### src/rtl/ppa_pkg.sv
// ----------------------------------------------------------------------------
// ppa_pkg: shared types and constants for the per-cell pedestal averager
// Field widths, store layout, stream packing and action codes.
// ----------------------------------------------------------------------------
package ppa_pkg;

  localparam int unsigned BOARDS             = 4;
  localparam int unsigned CHANNELS_PER_BOARD = 8;

  localparam int unsigned BOARD_W      = 2;
  localparam int unsigned CHAN_W       = 3;
  localparam int unsigned BLOCK_W      = 9;
  localparam int unsigned SAMPLE_POS_W = 6;
  localparam int unsigned ADC_W        = 12;
  localparam int unsigned SAMPLE_BITS  = 12;
  localparam int unsigned MEAN_W       = 12;

  localparam int unsigned SUM_W      = 32;
  localparam int unsigned COUNT_BITS = 20;

  // channel = board*8 + chan and cell = block*64 + sample map onto a plain
  // concatenation, as both multipliers are powers of two and the cell ring
  // is exactly BLOCK_W + SAMPLE_POS_W bits wide
  localparam int unsigned CELL_W = BLOCK_W + SAMPLE_POS_W;
  localparam int unsigned ADDR_W = BOARD_W + CHAN_W + CELL_W;

  // divider operands: 2*sum + count, 2*count
  localparam int unsigned NUM_W  = SUM_W + 2;
  localparam int unsigned DEN_W  = COUNT_BITS + 1;
  localparam int unsigned STEP_W = $clog2(NUM_W + 1);

  localparam logic [COUNT_BITS-1:0] COUNT_MAX = '1;

  localparam logic ACT_ACCUM = 1'b0;
  localparam logic ACT_READ  = 1'b1;

  typedef logic [ADDR_W-1:0] addr_t;

  typedef struct packed {
    logic [COUNT_BITS-1:0] count;
    logic [SUM_W-1:0]      sum;
  } cell_t;

  typedef struct packed {
    logic [ADC_W-1:0]        adc_value;
    logic [SAMPLE_POS_W-1:0] sample_in_block;
    logic [BLOCK_W-1:0]      block;
    logic [CHAN_W-1:0]       channel_in_board;
    logic [BOARD_W-1:0]      board;
  } in_data_t;

  typedef struct packed {
    logic quality_pass;
    logic is_calpulser;
    logic action;
  } in_user_t;

  typedef struct packed {
    logic count_saturated;
    logic has_samples;
  } out_user_t;

endpackage

### src/rtl/ppa_div.sv
// ----------------------------------------------------------------------------
// ppa_div: bit-serial restoring divider
// One quotient bit per cycle; keeps the low MEAN_W bits of the quotient.
// ----------------------------------------------------------------------------
module ppa_div (
  input  logic                        clk_i,
  input  logic                        rst_ni,
  input  logic                        start_i,
  input  logic [ppa_pkg::NUM_W-1:0]   num_i,
  input  logic [ppa_pkg::DEN_W-1:0]   den_i,
  output logic                        done_o,
  output logic [ppa_pkg::MEAN_W-1:0]  quot_o
);
  import ppa_pkg::*;

  logic [NUM_W-1:0]  num_q, num_d;
  logic [DEN_W-1:0]  den_q, den_d;
  logic [DEN_W-1:0]  rem_q, rem_d;
  logic [MEAN_W-1:0] quot_q, quot_d;
  logic [STEP_W-1:0] step_q, step_d;
  logic              busy_q, busy_d;
  logic              done_q, done_d;

  logic [DEN_W:0]    trial;
  logic [DEN_W:0]    diff;
  logic              fits;

  assign trial = {rem_q, num_q[NUM_W-1]};
  assign diff  = trial - {1'b0, den_q};
  assign fits  = (trial >= {1'b0, den_q});

  always_comb begin
    num_d  = num_q;
    den_d  = den_q;
    rem_d  = rem_q;
    quot_d = quot_q;
    step_d = step_q;
    busy_d = busy_q;
    done_d = 1'b0;
    if (start_i) begin
      num_d  = num_i;
      den_d  = den_i;
      rem_d  = '0;
      quot_d = '0;
      step_d = STEP_W'(NUM_W);
      busy_d = 1'b1;
    end else if (busy_q) begin
      num_d  = {num_q[NUM_W-2:0], 1'b0};
      // remainder stays below the divisor, so the top bit drops cleanly
      rem_d  = fits ? diff[DEN_W-1:0] : trial[DEN_W-1:0];
      quot_d = {quot_q[MEAN_W-2:0], fits};
      step_d = step_q - STEP_W'(1);
      if (step_q == STEP_W'(1)) begin
        busy_d = 1'b0;
        done_d = 1'b1;
      end
    end
  end

  always_ff @(posedge clk_i or negedge rst_ni) begin
    if (!rst_ni) begin
      busy_q <= 1'b0;
      done_q <= 1'b0;
      step_q <= '0;
    end else begin
      busy_q <= busy_d;
      done_q <= done_d;
      step_q <= step_d;
    end
  end

  always_ff @(posedge clk_i) begin
    num_q  <= num_d;
    den_q  <= den_d;
    rem_q  <= rem_d;
    quot_q <= quot_d;
  end

  assign done_o = done_q;
  assign quot_o = quot_q;

endmodule

### config.mk
export PLATFORM = sky130hd
export DESIGN_NAME = ppa_div
export DESIGN_NICKNAME = d
export VERILOG_FILES = /design/src/rtl/ppa_pkg.sv /design/src/rtl/ppa_div.sv
export SDC_FILE = /design/constraint.sdc
export NUM_CORES = 1
export LEC_CHECK = 0
export ABC_AREA = 1
export BUFFER_PORTS_ARGS = -buffer_cell sky130_fd_sc_hd__buf_2
export CORE_MARGIN = 8
export CORE_UTILIZATION = 58
export CTS_BUF_LIST = sky130_fd_sc_hd__clkbuf_4 sky130_fd_sc_hd__clkbuf_8 sky130_fd_sc_hd__clkbuf_16
export DETAILED_ROUTE_END_ITERATION = 6
export GPL_ROUTABILITY_DRIVEN = 0
export PLACE_DENSITY = 0.88
export RECOVER_POWER = 100
export SYNTH_ARGS = -nofsm -noshare
export SYNTH_HDL_FRONTEND = slang
export SYNTH_SLANG_ARGS = --single-unit
### constraint.sdc
create_clock -name clk_i -period 2.5 [get_ports clk_i]
set_input_delay 0.125 -clock clk_i [delete_from_list [all_inputs] [get_ports clk_i]]
set_output_delay 0.125 -clock clk_i [all_outputs]
set_load 0.01 [all_outputs]
==> out/qor.yml <==
totalWireLength_um: 12800
first_pass_iters: 5
die_x_um: 111
fin_crit_ps: 2310
syn_area_sq_um: 5270
setup_viol: 0
io_buffers: 70
num_antenna_cells: 0
die_y_um: 111
dr.first_iter.drc_count: 316
ys_ff_latch: 96
yosys_warnings: 0
required_ps: 2760
final.period_utilization_pct: 92.3
ys_seq_area_share_pct: 47.7
finalClockSkew_ps: 17.3
layoutNonFillerInstCount: 890
htreeDepth: 3
synthArstFlopShare_pct: 8.33
synth.distinct_cells: 37
fmax_ghz: 0.433
grt_usage_pct: 20.3
tns_ps: 0
drive_gt1_share_pct: 13.0
hp-class: "in2reg"
drc: 0
clk_latency_ps: 370
vias: 4709
grt_antenna_before_repair: 0
power_density_nw_per_um2: 927
cp-start-kind: "flop"
synth_edf_count: 55
ant_nets: 0
synth_top_area_share_pct: 31.4
maxSlewViolCount: 0
grt_pass1_wl_um: 21200
utilization_pct: 70.1
p_leak_nw: 3.18
numCtsBuffers: 9
critPathKind: "reg2reg"
wl_per_cell_um: 14.4
r2r_end: "rem_q[0]$_SDFFE_PP0P_"
synthCells: 683
postSynthAreaPerCell_sq_um: 7.71
layout_common_cells: "nand2_1, inv_1, edfxtp_1"
grt_max_degree: 53
synth_top_area_cell: "edfxtp_1"
grt_pass1_vias: 4774
timing.rr.start: "num_q[33]$_DFFE_PP_"
ios: 71
die-area_sq_um: 12400
layout_commonest_cell: "nand2_1"
dp_hpwl_um: 9110
grt_overflow: 0
cp_data_arrival_time_ps: 2570
area_growth_pct: 16.6
peakVddDrop_v: 0.000444
worstSetupStartpoint: "num_q[33]$_DFFE_PP_"
rsz0062_at_grt: "false"
tritoncts: "done"
relSlewSlack_pct: 2.61
cp-end-kind: "flop"
path_clk_slew_ps: 110
root_buffer: "clkbuf_8"
synth_nets: 765
status: "complete, no violations"
dp_cells: 850
cap_violations: 0
core_area_sq_um: 8760
tightest_slew_ps: 1460
via_per_inst: 5.29
final_hold_viol_count: 0
synth-main-ff-cell: "edfxtp_1"
cp_max_fo: 25
initial_core_util_pct: 60.1
synthTopCellsByArea: "edfxtp_1, nand2_1, dfxtp_1, inv_1, ha_1"
fp-row-count: 34
nNetsFinal: 859
crit_end: "rem_q[0]$_SDFFE_PP0P_"
clk_path_buf_depth: 2
r2r_setup_slack_ps: 190
clock_sinks: 96
worst-r2r-cell-count: 16
-- power breakdown --
group	total (mW)	switching (mW)	leakage [nW]	internal [mW]
Clock	1.10	0.603	0.111	0.495
Combinational	2.47	1.60	2.12	0.861
Sequential	2.13	0.189	0.946	1.94
-- cell type report --
class                      count  area (sq um)
fill                         685          2620
sequential                    96          2510
multi-input combinational    474          2310
timing repair buffer         101           609
inverter                      95           357
tap                          108           135
clock buffer                   9           124
clock inverter                 7          90.1
-- cell usage after synthesis, drive strengths merged (2+ instances only) --
| cell type | count |
|---|---|
| and2 | 2 |
| nor4 | 3 |
| ha | 23 |
| nor2 | 34 |
| dfrtp | 8 |
| nor3 | 6 |
| nand3 | 38 |
| clkbuf | 11 |
| nand2 | 304 |
| buf | 7 |
| nand3b | 5 |
| o22ai | 10 |
| edfxtp | 55 |
| o21ai | 14 |
| a21oi | 19 |
| dfxtp | 33 |
| inv | 95 |
| xor2 | 8 |
| nand4 | 2 |
-- state kept, by name, indices dropped and copies added, names as in the netlist --
name and count:
num_q 34, den_q 21, rem_q 21, quot_o 12, step_q 6, busy_q 1, done_o 1
-- kinds of logic (layout without fill, tap and decap cells) --
group | Yosys count | after routing | synth area share, %
adder cells (fa/ha/maj) | 24 | 24 | 5.84
AND/OR/NAND/NOR | 395 | 395 | 31.7
buffers and inverters | 113 | 212 | 8.53
AO/OA/AOI/OAI | 46 | 46 | 4.75
XOR/XNOR | 9 | 9 | 1.50
flip-flops | 96 | 96 | 47.7
-- worst min path at each step --
stage               startpoint                    end  slack, ps  cells after the start
floorplan               rst_ni       busy_q$_DFF_PN0_       -170                      0
global placement        rst_ni  step_q[5]$_DFFE_PN0P_        -30                      1
detailed placement      rst_ni  step_q[5]$_DFFE_PN0P_        -30                      1
CTS                   num_i[3]     num_q[3]$_DFFE_PP_          5                      3
global route          num_i[5]     num_q[5]$_DFFE_PP_          8                      3
finish                num_i[3]     num_q[3]$_DFFE_PP_         20                      3
-- metal layers --
| metal | vias to the layer above | track usage [%] | share of wire [%] |
|---|---|---|---|
| met5 | - | 0 | 0 |
| met4 | 0 | 8.27 | 2.5 |
| met3 | 33 | 5.19 | 7.8 |
| met2 | 208 | 35.7 | 50 |
| met1 | 2136 | 22.7 | 40 |
| li1 | 2332 | - | - |
-- per-stage QoR --
| stage | power, mW | setup WS, ps | hold WS (ps) | instance area [sq um] |
|---|---|---|---|---|
| after global placement | 4.39 | 293 | -30.7 | 5710 |
| after global routing | 6.11 | 11.1 | 7.52 | 6140 |
| final | 5.69 | 192 | 18.5 | 6140 |
| after CTS | 5.65 | 140 | 5.07 | 6150 |
| after detailed placement | 4.51 | 154 | -27.5 | 5710 |
| after floorplan | 3.99 | 325 | -171 | 5270 |
-- what timing repair did --
item | in CTS | in global routing
gates resized for setup | 0 | 2
setup endpoints to repair | 0 | 3
hold buffers | 22 | 0
buffers inserted | 0 | 2
hold endpoints to repair | 29 | 0
-- worst max-delay path, stage by stage, from the launching register on --
cell and delay, ps:
edfxtp_1 380, inv_1 80, ha_1 150, inv_1 70, fa_1 410, nand2_1 90, nand2_1 60, nand3_1 60
nand2_1 90, nand2_1 130, nand2_2 90, nand2_4 130, nand2_8 140, nand2_1 120, o21ai_1 70, nand2_1 70
nand2_1 60
Power figures use the tool's default switching activity.
